**src/hdl/rce_pkg.sv**
```systemverilog
// ----------------------------------------------------------------------------
// rce_pkg
// shared types, constants and codes of the roberts cross edge block
// ----------------------------------------------------------------------------
package rce_pkg;

	// default size limits
	localparam int DEF_MAX_WIDTH  = 1024;
	localparam int DEF_MAX_HEIGHT = 4096;

	// field widths
	localparam int PIXEL_W     = 8;
	localparam int EDGE_W      = 8;
	localparam int ROW_OUT_W   = 12;
	localparam int COL_OUT_W   = 10;
	localparam int S_TDATA_W   = 8;
	localparam int M_TDATA_W   = 32;
	localparam int M_TUSER_W   = 1;
	localparam int M_PAD_W     = M_TDATA_W - EDGE_W - ROW_OUT_W - COL_OUT_W;

	// configuration port
	localparam int MODE_W       = 2;
	localparam int CFG_WIDTH_W  = 11;
	localparam int CFG_HEIGHT_W = 13;
	localparam int CFG_DATA_W   = 13;
	localparam int CFG_INDEX_W  = 2;

	localparam logic [CFG_INDEX_W-1:0] CFG_OUTPUT_MODE  = 2'd0;
	localparam logic [CFG_INDEX_W-1:0] CFG_IMAGE_WIDTH  = 2'd1;
	localparam logic [CFG_INDEX_W-1:0] CFG_IMAGE_HEIGHT = 2'd2;

	// output modes, the unused code behaves as magnitude
	localparam logic [MODE_W-1:0] MODE_DIAG1 = 2'd0;
	localparam logic [MODE_W-1:0] MODE_DIAG2 = 2'd1;
	localparam logic [MODE_W-1:0] MODE_MAG   = 2'd2;

	localparam logic [MODE_W-1:0]       MODE_RESET   = MODE_MAG;
	localparam logic [CFG_WIDTH_W-1:0]  WIDTH_RESET  = 11'd1024;
	localparam logic [CFG_HEIGHT_W-1:0] HEIGHT_RESET = 13'd4096;

	// gradients and root unit
	localparam int GRAD_W     = PIXEL_W + 1;
	localparam int SQ_W       = 2 * PIXEL_W;
	localparam int SUM_W      = SQ_W + 1;
	localparam int RAD_W      = 18;
	localparam int ROOT_W     = RAD_W / 2;
	localparam int ROOT_STEPS = RAD_W / 2;
	localparam int NUM_SLOTS  = 4;

	// controller states
	typedef enum logic [3:0] {
		ST_IDLE,
		ST_FETCH,
		ST_LOAD,
		ST_SQUARE,
		ST_SUM,
		ST_ROOT_GO,
		ST_ROOT_WAIT,
		ST_PUSH,
		ST_COMMIT
	} rce_state_t;

	// controller to datapath
	typedef struct packed {
		logic take;
		logic load;
		logic square;
		logic sum;
		logic root_go;
		logic push;
		logic commit;
	} rce_cmd_t;

	// datapath to controller
	typedef struct packed {
		logic pending_any;
		logic pending_more;
		logic mode_root;
		logic root_done;
		logic out_free;
	} rce_status_t;

endpackage

```
**src/hdl/rce_ctrl.sv**
```systemverilog
// ----------------------------------------------------------------------------
// rce_ctrl
// sequencer: takes one pixel, walks its results, then updates the window
// ----------------------------------------------------------------------------
module rce_ctrl (
	input  logic                 clk,
	input  logic                 arst_n,
	input  logic                 in_valid,
	output logic                 in_ready,
	input  rce_pkg::rce_status_t status,
	output rce_pkg::rce_cmd_t    cmd
);

	import rce_pkg::*;

	rce_state_t state_q, state_n;

	always_ff @(posedge clk or negedge arst_n) begin
		if (!arst_n) begin
			state_q <= ST_IDLE;
		end else begin
			state_q <= state_n;
		end
	end

	// next state
	always_comb begin
		state_n = state_q;
		unique case (state_q)
			ST_IDLE: begin
				if (in_valid) state_n = ST_FETCH;
			end
			ST_FETCH: begin
				state_n = status.pending_any ? ST_LOAD : ST_COMMIT;
			end
			ST_LOAD: begin
				state_n = status.mode_root ? ST_SQUARE : ST_PUSH;
			end
			ST_SQUARE:  state_n = ST_SUM;
			ST_SUM:     state_n = ST_ROOT_GO;
			ST_ROOT_GO: state_n = ST_ROOT_WAIT;
			ST_ROOT_WAIT: begin
				if (status.root_done) state_n = ST_PUSH;
			end
			ST_PUSH: begin
				if (status.out_free) begin
					state_n = status.pending_more ? ST_LOAD : ST_COMMIT;
				end
			end
			ST_COMMIT: state_n = ST_IDLE;
			default:   state_n = ST_IDLE;
		endcase
	end

	// commands
	always_comb begin
		in_ready    = 1'b0;
		cmd         = '0;
		unique case (state_q)
			ST_IDLE: begin
				in_ready = 1'b1;
				cmd.take = in_valid;
			end
			ST_LOAD:    cmd.load    = 1'b1;
			ST_SQUARE:  cmd.square  = 1'b1;
			ST_SUM:     cmd.sum     = 1'b1;
			ST_ROOT_GO: cmd.root_go = 1'b1;
			ST_PUSH:    cmd.push    = status.out_free;
			ST_COMMIT:  cmd.commit  = 1'b1;
			default: ;
		endcase
	end

endmodule

```
**config.mk**
```make
export PLATFORM = sky130hd
export DESIGN_NAME = rce_ctrl
export DESIGN_NICKNAME = d
export VERILOG_FILES = /design/src/hdl/rce_pkg.sv /design/src/hdl/rce_ctrl.sv
export SDC_FILE = /design/constraint.sdc
export NUM_CORES = 1
export LEC_CHECK = 0
export BUFFER_PORTS_ARGS = -buffer_cell sky130_fd_sc_hd__buf_4
export CAP_MARGIN = 20
export CORE_AREA = 2 2 39 41
export CTS_CLUSTER_SIZE = 12
export DETAILED_ROUTE_END_ITERATION = 6
export DIE_AREA = 0 0 41 43
export GPL_TIMING_DRIVEN = 1
export MAX_ROUTING_LAYER = met4
export PLACE_DENSITY = 0.55
export SLEW_MARGIN = 30
export SYNTH_ARGS = -nofsm -noshare
export SYNTH_HDL_FRONTEND = slang
export SYNTH_SLANG_ARGS = --single-unit
```
**constraint.sdc**
```tcl
create_clock -name clk -period 1.82 [get_ports clk]
set_clock_uncertainty 0.2 [all_clocks]
set_input_delay 0.182 -clock clk [delete_from_list [all_inputs] [get_ports clk]]
set_output_delay 0.182 -clock clk [all_outputs]
set_load 0.005 [all_outputs]
```
==> flow_metrics.env <==
export IMPL_status="finished, final reports clean"
export IMPL_cts_tree="built"
export IMPL_cts_inserted_buffers=3
export IMPL_pin_count=16
export IMPL_seqCellArea_um2=103
export IMPL_tns_ns=0
export IMPL_reg_top3="state_q x4"
export IMPL_postPlaceCellArea_um2=475
export IMPL_clockRootBuffer="clkbuf_4"
export IMPL_area_growth_pct=42.5
export IMPL_syn_inst=39
export IMPL_rr_startpoint="state_q[1]$_DFFE_PN0P_"
export IMPL_largest_reg_flops=4
export IMPL_endpoint_kind="output port"
export IMPL_num_nets_final=67
export IMPL_start_util_pct=26.4
export IMPL_routed_wirelength_um=777
export IMPL_drt_iter0_markers=2
export IMPL_rows=14
export IMPL_synth_edf_count=0
export IMPL_top_register="state_q"
export IMPL_fin_crit_ns=1.69
export IMPL_r2r_slack_ns=0.31
export IMPL_fp_dieArea_um2=1760
export IMPL_use_met1_pct=15.4
export IMPL_hold_viol=0
export IMPL_cp_arrival_ns=1.31
export IMPL_cp_max_fo=10
export IMPL_min_path_type="in2async"
export IMPL_synth_top_cell_area_share_pct=27.4
export IMPL_grt_usage_pct=11.1
export IMPL_grt_max_degree=15
export IMPL_yosys_warnings=0
export IMPL_first_pass_iters=4
export IMPL_clk_path_buf_depth=2
export IMPL_synth_nets=47
export IMPL_worstSetupPathType="reg2out"
export IMPL_path_clk_slew_ns=0.04
export IMPL_synth_area_leader_cell="dfrtp_1"
export IMPL_fillCellCount=140
export IMPL_powerDensity_nw_per_um2=1530
export IMPL_grt_busiest_layer="met1"
export IMPL_setup_viol=0
export IMPL_async_flop_share_pct=100
export IMPL_critPathRequiredTime_ns=1.44
export IMPL_avgViaCountPerCell=4.84
export IMPL_cts_max_level=1
export IMPL_fmax_mhz=590
export IMPL_finalPower_uw=799
export IMPL_rsz0062_at_grt="false"
export IMPL_grt_pass1_wl_um=1270
export IMPL_fin_util_pct=37.6
export IMPL_grtUsageMet2_pct=13.1
export IMPL_clkSinkCount=4
export IMPL_portBuffers=15
export IMPL_synthFlopType="dfrtp_1"
export IMPL_drive_above_1_share_pct=47.4
export IMPL_cap_violations=0
export IMPL_die_x_um=41
export IMPL_hold_ws_ns=0.0829
export IMPL_wl_per_cell_um=10.6
export IMPL_clock_latency_ns=0.23
export IMPL_grt_util_met3_pct=3.14
export IMPL_gp_congestion=0.767
export IMPL_r2r_end="state_q[2]$_DFFE_PN0P_"
export IMPL_synth_cell_area_um2=365
export IMPL_dpl_hpwl_um=579
export IMPL_syn_area_per_cell_um2=9.37
export IMPL_cp_start_kind="flop"
export IMPL_ant_nets=0
export IMPL_period_share_pct=93.1
export IMPL_grt_overflow_total=0
export IMPL_slew_violations=0
export IMPL_antenna_cells=0
export IMPL_yosys_top_cells_area="dfrtp_1, o41ai_4, buf_6"
export IMPL_p_leak_nw=0.240
export IMPL_core_um2=1380
export IMPL_worst_slew_pin_slew_ns=0.394
export IMPL_maxSlewHeadroom_pct=73.7
export IMPL_grt_pass1_vias=311
export IMPL_drc=0
export IMPL_ys_seq_area_share_pct=27.4
export IMPL_vias=353
export IMPL_vdd_drop_max_mv=0.629
export IMPL_ys_types=26
export IMPL_reg2reg_depth=2
export IMPL_antenna_found_initial=0
export IMPL_synth_seq_cells=4
export IMPL_synthTopCellsByCount="dfrtp_1, inv_1, nor3_1"
export IMPL_die_h_um=43
export IMPL_multi_input_area_um2=220
export IMPL_final_area_um2=520
layout by cell type (no fill, tap or decap), drive strengths merged:
master / n
buf: 16
dlygate4sd3: 2
and2: 1
nor2b: 1
nor4: 2
nor4b: 2
o41ai: 1
a31oi: 1
and3: 1
o31ai: 1
dfrtp: 4
a21boi: 1
nand2: 1
nor2: 1
o21ai: 2
nor3b: 1
nor3: 4
nand3: 2
nand2b: 2
mux2: 1
mux2i: 1
inv: 4
o32ai: 1
a21oi: 1
clkbuf: 3
critical path, cell delays in order, from the launching register on:
cell and delay, ns:
dfrtp_1 0.50, nor4_2 0.33, and2_1 0.16, buf_4 0.10
logic make-up (layout without fill, tap and decap cells):
kind of cell	after synthesis	count (layout)	share of synthesized area [%]
mux	2	2	5.82
simple gates	18	18	32.5
buf+inv	7	25	12.3
flops	4	4	27.4
compound gates	8	8	21.9
power breakdown:
part / switching, mW / leakage [nW] / internal [mW]
Combinational: 0.172 / 0.180 / 0.242
Sequential: 0.141 / 0.0459 / 0.137
Clock: 0.0331 / 0.0138 / 0.0735
how the worst max path moves through the flow:
stage	from	to	slack (ns)	depth (start not counted)
after floorplan	state_q[0]$_DFFE_PN0P_	cmd[6]	0.39	3
after global placement	state_q[2]$_DFFE_PN0P_	cmd[1]	0.25	4
after detailed placement	state_q[0]$_DFFE_PN0P_	state_q[2]$_DFFE_PN0P_	0.24	2
after CTS	state_q[0]$_DFFE_PN0P_	cmd[6]	0.06	3
after global routing	state_q[2]$_DFFE_PN0P_	cmd[1]	0.01	4
final	state_q[1]$_DFFE_PN0P_	cmd[6]	0.13	3
layout make-up:
class	instances	area share, %
Inverter	4	2.88
Timing Repair Buffer	18	26.9
Sequential cell	4	19.7
Clock buffer	3	4.33
Multi-Input combinational cell	28	42.3
Tap cell	16	3.85
per-stage QoR:
step                      worst slack, ns  std cells
final                               0.126         73
after global routing               0.0141         73
after CTS                          0.0587         73
after detailed placement            0.239         68
after global placement              0.248         68
after floorplan                     0.390         39
metal layers:
layer	routed length, um	vias to the layer above
met3	60	0
met2	340	14
met4	0	0
met5	0	-
met1	375	158
li1	-	181
what timing repair did:
| item | CTS | global route |
|---|---|---|
| endpoints found under the setup margin | 1 | 3 |
| setup buffers | 0 | 0 |
| resized for setup | 1 | 1 |
| cloned | 0 | 0 |
| hold buffers | 2 | 0 |
| hold endpoints to repair | 5 | 0 |
Note: power is estimated with default switching activity, not from simulation.
